**src/design/sbct_pkg.sv**
```systemverilog
package sbct_pkg;

  // coordinate and time formats
  localparam int CW      = 32;            // signed coordinate width, Q16.16
  localparam int TFB     = 16;            // fraction bits of a time
  localparam int TW      = TFB + 1;       // time width, holds 1.0
  localparam int NS      = TFB;           // divider stages, one quotient bit each
  localparam int NST     = NS + 3;        // capture, prep, divider, output
  localparam int NFLD_IN = 12;
  localparam int IN_W    = ((NFLD_IN * CW + 7) / 8) * 8;
  localparam int OUT_RAW = 1 + 2 * TW + 4;
  localparam int OUT_W   = ((OUT_RAW + 7) / 8) * 8;

  localparam logic [TW-1:0] T_ONE  = TW'(1) << TFB;
  localparam logic [TW-1:0] T_OVER = T_ONE + TW'(1);

  // normal component codes, two's complement
  localparam logic [1:0] N_ZERO = 2'b00;
  localparam logic [1:0] N_POS  = 2'b01;
  localparam logic [1:0] N_NEG  = 2'b11;

  // quotient class decided before the bit iterations
  typedef enum logic [1:0] {
    QC_DIV  = 2'b00,
    QC_ZERO = 2'b01,
    QC_ONE  = 2'b10,
    QC_OVER = 2'b11
  } qcls_t;

  typedef struct packed {
    logic ov;      // intervals overlap at time zero
    logic rej;     // axis alone rules out contact
    logic vzero;   // no relative motion
    logic vpos;    // relative motion positive
  } lflag_t;

  typedef struct packed {
    lflag_t          f;
    logic [TW-1:0]   ent;   // entry time, zero when none
    logic [TW-1:0]   ext;   // exit time, 1.0 when none
    logic [TW-1:0]   tov;   // exit time used on initial overlap
  } lane_res_t;

endpackage

```
**src/design/sbct_merge.sv**
```systemverilog
module sbct_merge
  import sbct_pkg::*;
(
  input  logic               clk,
  input  logic               en,
  input  lane_res_t          lx,
  input  lane_res_t          ly,
  output logic [OUT_RAW-1:0] data
);

  logic          hit;
  logic [TW-1:0] tf, tl;
  logic [1:0]    nx, ny;

  // combine the two axis lanes
  always_comb begin
    hit = 1'b0;
    tf  = '0;
    tl  = '0;
    nx  = N_ZERO;
    ny  = N_ZERO;
    priority if (lx.f.ov && ly.f.ov) begin
      hit = 1'b1;
      if (ly.tov > lx.tov) ny = ly.f.vpos ? N_NEG : N_POS;
      else                 nx = lx.f.vpos ? N_NEG : N_POS;
    end else if (lx.f.vzero && ly.f.vzero) begin
      hit = 1'b0;
    end else begin
      tf  = (ly.ent > lx.ent) ? ly.ent : lx.ent;
      tl  = (ly.ext < lx.ext) ? ly.ext : lx.ext;
      hit = !lx.f.rej && !ly.f.rej && !(tf > tl);
      if (!hit) begin
        tf = '0;
        tl = '0;
      end else if (ly.ent > lx.ent) begin
        ny = ly.f.vpos ? N_NEG : N_POS;
      end else if (lx.ent != '0) begin
        nx = lx.f.vpos ? N_NEG : N_POS;
      end
    end
  end

  // result register
  always_ff @(posedge clk) begin
    if (en) data <= {ny, nx, tl, tf, hit};
  end

endmodule

```
**config.mk**
```make
export PLATFORM = sky130hd
export DESIGN_NAME = sbct_merge
export DESIGN_NICKNAME = d
export VERILOG_FILES = /design/src/design/sbct_pkg.sv /design/src/design/sbct_merge.sv
export SDC_FILE = /design/constraint.sdc
export NUM_CORES = 1
export LEC_CHECK = 0
export BUFFER_PORTS_ARGS = -buffer_cell sky130_fd_sc_hd__clkbuf_2
export CELL_PAD_IN_SITES_DETAIL_PLACEMENT = 1
export CELL_PAD_IN_SITES_GLOBAL_PLACEMENT = 1
export CORE_MARGIN = 3
export CORE_UTILIZATION = 36
export CTS_CLUSTER_DIAMETER = 50
export CTS_CLUSTER_SIZE = 40
export DETAILED_ROUTE_END_ITERATION = 8
export PLACE_DENSITY = 0.9
export SYNTH_ARGS = -nofsm -noshare
export SYNTH_HDL_FRONTEND = slang
export SYNTH_SLANG_ARGS = --single-unit
```
**constraint.sdc**
```tcl
create_clock -name clk -period 4.4 [get_ports clk]
set_clock_uncertainty 0.1 [all_clocks]
set_input_delay 0.22 -clock clk [delete_from_list [all_inputs] [get_ports clk]]
set_output_delay 0.22 -clock clk [all_outputs]
set_load 0.02 [all_outputs]
```
==> metrics.txt <==
wire length of the first global-routing pass=20800 µm; largest net degree at the start of global routing=40; largest reg by FF count=data; relative contribution of the clock network to total power=27.1%; remaining global-route overflow=0; Largest regs=data: 39 flops; Max Clk Rate=0.247 GHz; post-layout min period=4.05 ns; sequential power share=33.6%; FF+latch count, synth=39; net count after synthesis=611; number of antenna cells inserted=0; TritonCTS Buffers=5; Worst path slowest cell=sky130_fd_sc_hd__a211oi_1; Arrival @ worst endpoint=4.06 ns; Slowest Stage Delay on Critical Path=0.71 ns; number of cells produced by synthesis=432; netlist area before placement=3840 µm²; total placed cells including tap cells=717; net switching component of the power=471 µW; clock tree from TritonCTS=done; total power density per cell area=274 nW/µm²; Nets=767; Die H=109 µm; post-detailed-route DRC marker count=0; hold-fix buffers at CTS=0; Most Frequent Cell on Critical Path=sky130_fd_sc_hd__o21ai_0; category of the critical setup timing path=input pin to flip-flop; max-cap violations=0; die width=109 µm; Worst Slack Setup Final=0.346 ns; final HPWL from detailed placement=11100 µm; growth of design area from synthesis to finish=27.9%; core area=10300 µm²; vias after detailed routing=3923; peak supply drop=0.126 mV; initial standard-cell utilization of the core=37.2%; boundary pin count=151; post-route antenna net violation count=0; Routed WL=12900 µm; switching power share of the total=35.0%; setup repair after global routing missed its margin=false; endpoints failing setup=0; Critical Path Start Type=input pin; Fin. Hold Viols=0; most area-consuming cells after synthesis=sky130_fd_sc_hd__edfxtp_1, sky130_fd_sc_hd__ha_1, sky130_fd_sc_hd__a21oi_1; count of different cell masters after synthesis=44; 1st-iter DRT viols=151; class of the most critical hold timing path=input pin to flip-flop; flip-flop count of the largest register, all copies and words added=39; # rows=37; Mapped Avg Cell Area=8.88 µm²; chain of cells forming the critical path=clkbuf_2 -> inv_1 -> ha_1 -> a21oi_1 -> o21ai_0 -> o31ai_1 -> a211oi_1 -> o21ai_0 -> and2_1 -> ha_1 -> a21oi_1 -> o21ai_0 -> a2111o_1 -> a22o_1 -> buf_4 -> o32ai_1; library cell with the largest summed area after synthesis=sky130_fd_sc_hd__edfxtp_1; per-cell via count in the routed design=5.41; last weighted congestion value of the routability-driven placer=0.936; tightest slew margin relative to the limit=30.6%; first-pass detailed-route iteration total=4; sequential-to-total area share from yosys stat=30.5%; clock root cell=sky130_fd_sc_hd__clkbuf_8; Static Leakage=2.50 nW; overall power of the completed layout=1.34 mW; clock transition time at the flip-flop clock pins of the worst setup and hold paths=0.08 ns; Crit Path Max Fanout=10; Min-Delay Path Depth=3; Die ar.=11900 µm²; area fraction of the dominant cell type after synthesis=30.5%; max-slew violation count=0; element type at the critical path end=flip-flop; worst setup slack after placement=0.0823 ns; buffers inserted by post-CTS timing repair=0; IO Port Bufs=150; initial antenna violation count=0; post-route insts no fill=725; part of the cycle the worst path needs=92.1%; number of gates resized after cts=0; logic gate share of total power=39.3%; fraction of layout instances using a drive strength above 1=33.1%; internal power component=874 µW; number of clock sinks=39; Crit path required time=4.40 ns; fill cell total of the finished layout=1291; Wirelength per Cell=17.8 µm; overall global routing resource usage=22.1%; number of synthesis warnings=0; number of global-route vias before repair=4268; setup tns final=0 ns; worst-case clock buffer depth=2; worst-margin pin slew=1.04 ns; number of levels in the clock H-tree=2; outcome=finished clean
-- critical path, delay by kind of cell --
family	cells	cell delay (ns)
AOI/OAI and AO/OA	10	2.68
adders and majority gates	2	0.60
buffers and inverters	3	0.31
and+or+nand+nor	1	0.23
-- placed cells by master (no fill, tap or decap), types with 3 or more instances in the layout --
| master | n |
|---|---|
| sky130_fd_sc_hd__clkbuf_2 | 150 |
| sky130_fd_sc_hd__ha_1 | 67 |
| sky130_fd_sc_hd__inv_1 | 53 |
| sky130_fd_sc_hd__a21oi_1 | 44 |
| sky130_fd_sc_hd__edfxtp_1 | 39 |
| sky130_fd_sc_hd__nand3_1 | 36 |
| sky130_fd_sc_hd__nand2_1 | 27 |
| sky130_fd_sc_hd__o21ai_0 | 23 |
| sky130_fd_sc_hd__nand4_1 | 15 |
| sky130_fd_sc_hd__nor2_1 | 14 |
| sky130_fd_sc_hd__a21o_1 | 14 |
| sky130_fd_sc_hd__a21oi_2 | 11 |
| sky130_fd_sc_hd__buf_4 | 11 |
| sky130_fd_sc_hd__and2_1 | 10 |
| sky130_fd_sc_hd__o21ai_2 | 10 |
| sky130_fd_sc_hd__o21a_1 | 9 |
| sky130_fd_sc_hd__and3_1 | 8 |
| sky130_fd_sc_hd__nor4_1 | 5 |
| sky130_fd_sc_hd__clkbuf_8 | 5 |
| sky130_fd_sc_hd__a211oi_1 | 4 |
| sky130_fd_sc_hd__a2111o_1 | 3 |
-- kinds of logic after synthesis --
| family | after synthesis | synth area share [%] |
|---|---|---|
| DFF | 39 | 30.5 |
| muxes | 1 | 0.293 |
| AOI/OAI and AO/OA | 134 | 23.6 |
| adders and majority gates | 67 | 21.8 |
| and+or+nand+nor | 126 | 16.9 |
| buffers and inverters | 65 | 6.85 |
-- worst paths after layout --
path | start | to | slack, ns
max | lx[19] | data[35]$_DFFE_PP_ | 0.35
min | ly[51] | data[38]$_DFFE_PP_ | 0.19
-- per-stage QoR --
step | cell area [µm²] | hold slack [ns] | util, %
after floorplan | 3840 | 0.232 | -
after global placement | 4780 | 0.503 | 46.3
after detailed placement | 4780 | 0.487 | 46.3
after CTS | 4910 | 0.179 | 47.6
after global routing | 4910 | 0.204 | 47.6
final | 4910 | 0.192 | 47.6
-- power groups by stage --
stage	registers, mW	clock network, mW	logic [mW]
floorplan	0.496	0	0.288
global placement	0.460	0	0.491
detailed placement	0.460	0	0.524
CTS	0.452	0.367	0.529
global route	0.455	0.379	0.592
finish	0.452	0.364	0.529
-- layer usage --
layer | GRT usage [%] | wire (µm) | up-vias
li1 | - | - | 1914
met1 | 27.9 | 5540 | 1888
met2 | 39.5 | 6580 | 104
met3 | 3.32 | 556 | 17
met4 | 5.25 | 206 | 0
met5 | 0 | 0 | -
-- cells in the mapped netlist --
cell type,number
sky130_fd_sc_hd__ha_1,67
sky130_fd_sc_hd__inv_1,53
sky130_fd_sc_hd__a21oi_1,44
sky130_fd_sc_hd__edfxtp_1,39
sky130_fd_sc_hd__nand3_1,36
sky130_fd_sc_hd__nand2_1,27
sky130_fd_sc_hd__o21ai_0,23
sky130_fd_sc_hd__nand4_1,15
sky130_fd_sc_hd__a21o_1,14
sky130_fd_sc_hd__nor2_1,14
sky130_fd_sc_hd__a21oi_2,11
sky130_fd_sc_hd__and2_1,10
sky130_fd_sc_hd__o21ai_2,10
sky130_fd_sc_hd__o21a_1,9
sky130_fd_sc_hd__and3_1,8
sky130_fd_sc_hd__clkbuf_1,6
sky130_fd_sc_hd__nor4_1,5
sky130_fd_sc_hd__a211oi_1,4
sky130_fd_sc_hd__a2111o_1,3
sky130_fd_sc_hd__buf_2,3
sky130_fd_sc_hd__a211o_1,2
sky130_fd_sc_hd__and4_1,2
sky130_fd_sc_hd__nor2b_1,2
sky130_fd_sc_hd__nor3_1,2
sky130_fd_sc_hd__o21bai_1,2
sky130_fd_sc_hd__o32ai_1,2
sky130_fd_sc_hd__or2_2,2
sky130_fd_sc_hd__a2111oi_4,1
sky130_fd_sc_hd__a21boi_0,1
sky130_fd_sc_hd__a22o_1,1
sky130_fd_sc_hd__a22oi_2,1
sky130_fd_sc_hd__a311oi_1,1
sky130_fd_sc_hd__a31oi_1,1
sky130_fd_sc_hd__buf_4,1
sky130_fd_sc_hd__buf_6,1
sky130_fd_sc_hd__clkbuf_4,1
sky130_fd_sc_hd__mux2_2,1
sky130_fd_sc_hd__nand2b_1,1
sky130_fd_sc_hd__nor2_2,1
sky130_fd_sc_hd__nor4bb_1,1
sky130_fd_sc_hd__o2111ai_1,1
sky130_fd_sc_hd__o21ai_1,1
sky130_fd_sc_hd__o2bb2ai_1,1
sky130_fd_sc_hd__o31ai_1,1
-- area by class of cell --
type	instances	area [µm²]	area share [%]
flip-flops and latches	39	1170	23.9
clock buffers	6	72.6	1.48
clock inverters	2	60.1	1.22
multi-input cells	328	2400	49.0
repair buffers	161	833	17.0
well taps	136	170	3.47
inverters	53	199	4.05
No activity file was read; power rests on OpenSTA's default activity.
