$ cat config.mk
export PLATFORM = sky130hd
export DESIGN_NAME = sbct_axis
export DESIGN_NICKNAME = d
export VERILOG_FILES = /design/src/design/sbct_pkg.sv /design/src/design/sbct_div.sv /design/src/design/sbct_axis.sv
export SDC_FILE = /design/constraint.sdc
export NUM_CORES = 2
export LEC_CHECK = 0
export BUFFER_PORTS_ARGS = -buffer_cell sky130_fd_sc_hd__buf_2
export CAP_MARGIN = 15
export CORE_MARGIN = 1
export CORE_UTILIZATION = 65
export DETAILED_ROUTE_END_ITERATION = 16
export PLACE_DENSITY = 0.82
export SLEW_MARGIN = 20
export SYNTH_ARGS = -nofsm -noshare
export SYNTH_HDL_FRONTEND = slang
export SYNTH_SLANG_ARGS = --single-unit
$ cat constraint.sdc
create_clock -name clk -period 7.8 [get_ports clk]
set_input_delay 1.17 -clock clk [delete_from_list [all_inputs] [get_ports clk]]
set_output_delay 1.17 -clock clk [all_outputs]
set_load 0.01 [all_outputs]
$ cat src/design/sbct_pkg.sv
package sbct_pkg;

  // coordinate and time formats
  localparam int CW      = 32;            // signed coordinate width, Q16.16
  localparam int TFB     = 16;            // fraction bits of a time
  localparam int TW      = TFB + 1;       // time width, holds 1.0
  localparam int NS      = TFB;           // divider stages, one quotient bit each
  localparam int NST     = NS + 3;        // capture, prep, divider, output
  localparam int NFLD_IN = 12;
  localparam int IN_W    = ((NFLD_IN * CW + 7) / 8) * 8;
  localparam int OUT_RAW = 1 + 2 * TW + 4;
  localparam int OUT_W   = ((OUT_RAW + 7) / 8) * 8;

  localparam logic [TW-1:0] T_ONE  = TW'(1) << TFB;
  localparam logic [TW-1:0] T_OVER = T_ONE + TW'(1);

  // normal component codes, two's complement
  localparam logic [1:0] N_ZERO = 2'b00;
  localparam logic [1:0] N_POS  = 2'b01;
  localparam logic [1:0] N_NEG  = 2'b11;

  // quotient class decided before the bit iterations
  typedef enum logic [1:0] {
    QC_DIV  = 2'b00,
    QC_ZERO = 2'b01,
    QC_ONE  = 2'b10,
    QC_OVER = 2'b11
  } qcls_t;

  typedef struct packed {
    logic ov;      // intervals overlap at time zero
    logic rej;     // axis alone rules out contact
    logic vzero;   // no relative motion
    logic vpos;    // relative motion positive
  } lflag_t;

  typedef struct packed {
    lflag_t          f;
    logic [TW-1:0]   ent;   // entry time, zero when none
    logic [TW-1:0]   ext;   // exit time, 1.0 when none
    logic [TW-1:0]   tov;   // exit time used on initial overlap
  } lane_res_t;

endpackage

$ cat src/design/sbct_div.sv
module sbct_div
  import sbct_pkg::*;
(
  input  logic                 clk,
  input  logic [NS-1:0]        en,
  input  logic signed [CW:0]   num,
  input  logic [CW:0]          den,
  output logic [TW-1:0]        quo
);

  logic [CW:0]    r_s [NS];
  logic [CW:0]    d_s [NS];
  logic [TFB-1:0] q_s [NS];
  qcls_t          c_s [NS];

  logic [CW:0]    ri [NS];
  logic [CW:0]    di [NS];
  logic [TFB-1:0] qi [NS];
  qcls_t          ci [NS];
  logic [CW+1:0]  r2 [NS];
  logic [CW+1:0]  rs [NS];
  logic [NS-1:0]  ge;

  logic [CW:0]    num_mag;
  qcls_t          cls0;

  assign num_mag = num;

  // saturation classes
  always_comb begin
    priority if (num[CW] || num == '0) cls0 = QC_ZERO;
    else if (num_mag > den)            cls0 = QC_OVER;
    else if (num_mag == den)           cls0 = QC_ONE;
    else                               cls0 = QC_DIV;
  end

  // one restoring step per stage
  always_comb begin
    for (int k = 0; k < NS; k++) begin
      if (k == 0) begin
        ri[k] = num_mag;
        di[k] = den;
        qi[k] = '0;
        ci[k] = cls0;
      end else begin
        ri[k] = r_s[k-1];
        di[k] = d_s[k-1];
        qi[k] = q_s[k-1];
        ci[k] = c_s[k-1];
      end
      r2[k] = {ri[k], 1'b0};
      ge[k] = r2[k] >= {1'b0, di[k]};
      rs[k] = r2[k] - {1'b0, di[k]};
    end
  end

  always_ff @(posedge clk) begin
    for (int k = 0; k < NS; k++) begin
      if (en[k]) begin
        r_s[k] <= ge[k] ? rs[k][CW:0] : r2[k][CW:0];
        d_s[k] <= di[k];
        q_s[k] <= {qi[k][TFB-2:0], ge[k]};
        c_s[k] <= ci[k];
      end
    end
  end

  always_comb begin
    unique case (c_s[NS-1])
      QC_ZERO: quo = '0;
      QC_ONE:  quo = T_ONE;
      QC_OVER: quo = T_OVER;
      QC_DIV:  quo = {1'b0, q_s[NS-1]};
      default: quo = '0;
    endcase
  end

endmodule

$ cat src/design/sbct_axis.sv
module sbct_axis
  import sbct_pkg::*;
(
  input  logic                 clk,
  input  logic [NS+1:0]        en,
  input  logic signed [CW-1:0] amin,
  input  logic signed [CW-1:0] amax,
  input  logic signed [CW-1:0] bmin,
  input  logic signed [CW-1:0] bmax,
  input  logic signed [CW-1:0] va,
  input  logic signed [CW-1:0] vb,
  output lane_res_t            res
);

  typedef struct packed {
    lflag_t f;
    logic   has_e;
    logic   has_x;
  } pflag_t;

  logic signed [CW-1:0] amin_r, amax_r, bmin_r, bmax_r, va_r, vb_r;
  logic signed [CW:0]   d1, d2, v;
  logic signed [CW:0]   ne, nx;
  logic [CW:0]          den;
  logic                 d1n, d2n, d1z, d2z, vneg, vzero, vpos;
  pflag_t               pf;

  logic signed [CW:0]   ne_r, nx_r;
  logic [CW:0]          den_r;
  pflag_t               pf_r;
  pflag_t               pf_s [NS];
  logic [TW-1:0]        te, tx;

  // item capture
  always_ff @(posedge clk) begin
    if (en[0]) begin
      amin_r <= amin;
      amax_r <= amax;
      bmin_r <= bmin;
      bmax_r <= bmax;
      va_r   <= va;
      vb_r   <= vb;
    end
  end

  // gaps, relative velocity and the two divisions to run
  always_comb begin
    d1    = {bmax_r[CW-1], bmax_r} - {amin_r[CW-1], amin_r};
    d2    = {amax_r[CW-1], amax_r} - {bmin_r[CW-1], bmin_r};
    v     = {vb_r[CW-1], vb_r} - {va_r[CW-1], va_r};
    d1n   = d1[CW];
    d2n   = d2[CW];
    d1z   = d1 == '0;
    d2z   = d2 == '0;
    vneg  = v[CW];
    vzero = v == '0;
    vpos  = !vneg && !vzero;
    den   = vneg ? $unsigned(-v) : $unsigned(v);
    ne    = vneg ? -d2 : -d1;
    nx    = vneg ? d1 : d2;
    pf.f.ov    = !d1n && !d2n;
    pf.f.rej   = vneg ? d1n : (vpos ? d2n : (d1n || d2n));
    pf.f.vzero = vzero;
    pf.f.vpos  = vpos;
    pf.has_e   = vneg ? d2n : (vpos ? d1n : 1'b0);
    pf.has_x   = vneg ? (!d1n && !d1z) : (vpos ? (!d2n && !d2z) : 1'b0);
  end

  always_ff @(posedge clk) begin
    if (en[1]) begin
      ne_r  <= ne;
      nx_r  <= nx;
      den_r <= den;
      pf_r  <= pf;
    end
  end

  // flags ride along the divider stages
  always_ff @(posedge clk) begin
    for (int k = 0; k < NS; k++) begin
      if (en[k+2]) pf_s[k] <= (k == 0) ? pf_r : pf_s[k-1];
    end
  end

  sbct_div u_div_ent (
    .clk (clk),
    .en  (en[NS+1:2]),
    .num (ne_r),
    .den (den_r),
    .quo (te)
  );

  sbct_div u_div_ext (
    .clk (clk),
    .en  (en[NS+1:2]),
    .num (nx_r),
    .den (den_r),
    .quo (tx)
  );

  // exit beyond the step counts as the end of the step
  always_comb begin
    res.f   = pf_s[NS-1].f;
    res.ent = pf_s[NS-1].has_e ? te : '0;
    res.ext = (pf_s[NS-1].has_x && tx < T_ONE) ? tx : T_ONE;
    res.tov = pf_s[NS-1].f.vzero ? '0 : tx;
  end

endmodule

==> flow_summary.ini <==
[sta]
layout_setup_ws_ps = 1780
skew_ps = 112
report.final.slew_viol_count = 0
fin_setup_tns_ps = 0
slew-limit-headroom_pct = 9.70
tightest_slew_ps = 1340
hold_viol_final = 0
clock.fmax_mhz = 166
hold_ws_ps = 395
setup_viol = 0
finalCritPeriodShare_pct = 77.2
rsz0062_at_grt = no
period_minus_slack_ps = 6020

[yosys]
synthTopCellsByCount = 2214 x edfxtp_1, 1225 x ha_1, 1076 x a21oi_1
synth.most_common_cell = edfxtp_1
synth_area_leaders = edfxtp_1 48%, ha_1 11%, mux2_2 3.9%
synth_cells = 12800
synth_edf_count = 2214
post-synth-top-area-fraction_pct = 48.0
syn_area_per_cell_um2 = 10.8
ys_types = 103
syn-num-nets = 14300
synth_area_mm2 = 0.138
synthFlopType = edfxtp_1
synth_warnings = 0
synthArstFlopShare_pct = 0
ys_seq_elements = 2214
yosysTopAreaCell = edfxtp_1
synth.yosys.seq_area_share_pct = 48.0

[clocking]
insertion_delay_ps = 940
cts_tree = built
postCtsHoldBufs = 0
cts_setup_buffers = 0
cts_resized = 0
cts_buffers = 226
cts.clk_slew.worst_paths_ps = 70
cts-root-buf = clkbuf_16
clockBufferDepth = 3
clock-sinks = 2214
htree_levels = 4

[job]
maxCapViolations = 0

[drt]
postRouteWirelength_um = 435000
wl_per_cell_um = 26.9
antenna_left = 0
drt_first_pass_iters = 8
avgViaCountPerCell = 6.65
drc = 0
num_vias = 108000
drt_iter0_drc = 13000

[min_path]
min_to = u_div_ent.d_s[1][95]$_DFFE_PP_
min_from = u_div_ent.d_s[1][62]$_DFFE_PP_
min_path_cells = 0
hold_class = flip-flop to flip-flop

[cells_and_area]
final_layout_size_suffix_gt1_share_pct = 9.83
utilization_pct = 71.4
area_growth_pct = 9.19
nFillCells = 14800
finalNonFillerCells = 16200
fin_area_mm2 = 0.151
fin_nets = 14600

[pwr]
swShare_pct = 42.8
seqPwrFrac_pct = 31.6
pwr_density_cell_mw_per_mm2 = 470
pwr-share-comb_pct = 52.4
total_power_mw = 71.1
peakVddDrop_v = 0.000332
p_int_mw = 40.7
p_switching_mw = 30.5
power_leakage_nw = 61.5
clkPwrFrac_pct = 16.1

[die]
dieHeight_um = 464
start_util_pct = 65.3
die_w_um = 464
std_cell_rows = 169
die-area_mm2 = 0.215
boundaryPins = 266
coreArea_mm2 = 0.212

[global_route]
grt_remaining_overflow = 0
grt_pass1_wl_um = 641000
antenna_found_initial = 32
grt_usage_pct = 39.5
grt_pass1_vias = 104000
grt_max_degree = 165

[worst_setup_path]
critPathRequiredTime_ps = 8440
r2r-end = u_div_ext.r_s[1][229]$_DFFE_PP_
ff2ff_path_depth = 14
path_class = flip-flop to flip-flop
regToRegStartpoint = u_div_ext.d_s[1][167]$_DFFE_PP_
critical_path.startpoint_type = flip-flop
path_max_fanout = 34
r2r_slack_ps = 1780
crit_path_end_kind = flip-flop
arrival_ps = 6660

[run_status]
outcome = complete, no violations

[place]
dp_slack_ps = 2540
dp.cells = 15700
io_buffers = 265
place_area_mm2 = 0.143
place_congestion = 1.06
dp_hpwl_um = 338000
-- placed cells by master, fill, tap and decap left out, types with 35 or more instances in the layout --
master | synthesis | final
a211oi_1 | 94 | 94
a21boi_0 | 53 | 53
a21o_1 | 432 | 432
a21oi_1 | 1076 | 1076
a31oi_1 | 91 | 91
and2_1 | 101 | 101
and3_1 | 107 | 107
and4_1 | 35 | 35
buf_2 | 27 | 248
buf_4 | 4 | 80
clkbuf_1 | 192 | 40
clkbuf_16 | 0 | 226
clkinv_1 | 0 | 39
clkinv_2 | 0 | 38
edfxtp_1 | 2214 | 2214
ha_1 | 1225 | 1225
inv_1 | 974 | 973
mux2_2 | 479 | 479
mux2i_1 | 39 | 39
nand2_1 | 896 | 895
nand2b_1 | 177 | 176
nand3_1 | 202 | 202
nand4_1 | 165 | 165
nor2_1 | 841 | 837
nor2b_1 | 189 | 188
nor3_1 | 238 | 236
nor3b_1 | 35 | 35
nor4_1 | 82 | 81
o211ai_1 | 43 | 43
o21a_1 | 192 | 192
o21ai_0 | 775 | 773
o21bai_1 | 133 | 133
o31ai_1 | 97 | 97
or2_2 | 43 | 43
or3_1 | 85 | 83
xnor2_1 | 609 | 609
xor2_1 | 311 | 311
-- worst max path at each step --
stage                               startpoint                              end  slack [ps]  depth (start not counted)
2_1_floorplan              amax_r[0]$_DFFE_PP_               ne_r[32]$_DFFE_PP_        3330                         16
3_3_place_gp     u_div_ent.d_s[1][2]$_DFFE_PP_   u_div_ent.r_s[1][42]$_DFFE_PP_        2570                         14
3_5_place_dp   u_div_ext.d_s[1][167]$_DFFE_PP_  u_div_ext.r_s[1][229]$_DFFE_PP_        2540                         14
4_1_cts        u_div_ext.d_s[1][167]$_DFFE_PP_  u_div_ext.r_s[1][229]$_DFFE_PP_        2400                         14
5_1_grt        u_div_ext.d_s[1][167]$_DFFE_PP_  u_div_ext.r_s[1][229]$_DFFE_PP_        1610                         14
6_report       u_div_ext.d_s[1][167]$_DFFE_PP_  u_div_ext.r_s[1][229]$_DFFE_PP_        1780                         14
-- final cells by class --
type	instances	area (µm²)	area share [%]
diodes	14	35.0	0.0232
clock buffers	266	5810	3.84
clock inverters	163	2040	1.35
inverters	975	3660	2.42
multi-input cells	9395	67600	44.7
flip-flops and latches	2214	66500	44.0
well taps	2821	3530	2.33
repair buffers	339	1990	1.32
-- kinds of logic after synthesis --
kind of cell | count (synthesis) | share of synthesized area [%]
AOI/OAI and AO/OA | 3374 | 15.3
muxes | 519 | 4.19
DFF | 2214 | 48.0
buffers and inverters | 1208 | 3.31
adders and majority gates | 1258 | 11.5
and+or+nand+nor | 3323 | 11.8
xor gates and xnor gates | 921 | 5.83
-- critical path, cell delays in order (launching register included) --
cell,delay (ps)
edfxtp_1,400
inv_1,120
ha_1,290
nor2b_1,160
o211ai_1,170
a21boi_1,140
o221a_2,270
a41o_1,280
a31o_2,270
a221o_1,510
a211oi_1,660
or2_2,780
clkinv_1,1130
o2111ai_1,440
nand3_1,120
-- registers in the layout, indices dropped and copies added, names as in the netlist, 96 cells and up --
| register | count |
|---|---|
| u_div_ent.r_s | 495 |
| pf_s | 96 |
| u_div_ext.q_s | 136 |
| u_div_ent.q_s | 136 |
| u_div_ext.d_s | 231 |
| u_div_ent.d_s | 264 |
| u_div_ext.r_s | 495 |
-- layer usage --
layer	part of all wire [%]	GRT usage, %
met5	0.028	0
met4	6.4	21.2
met3	10	8.94
met2	45	61.7
met1	39	51.4
-- power groups by stage --
| stage | combinational (mW) | clock [mW] | sequential, mW |
|---|---|---|---|
| after global routing | 40.1 | 11.9 | 22.5 |
| after global placement | 34.6 | 0 | 22.3 |
| final | 37.2 | 11.4 | 22.4 |
| after CTS | 36.2 | 11.5 | 22.2 |
| after detailed placement | 35.7 | 0 | 22.4 |
| after floorplan | 26.4 | 0 | 20.2 |
No activity file was read; power rests on OpenSTA's default activity.
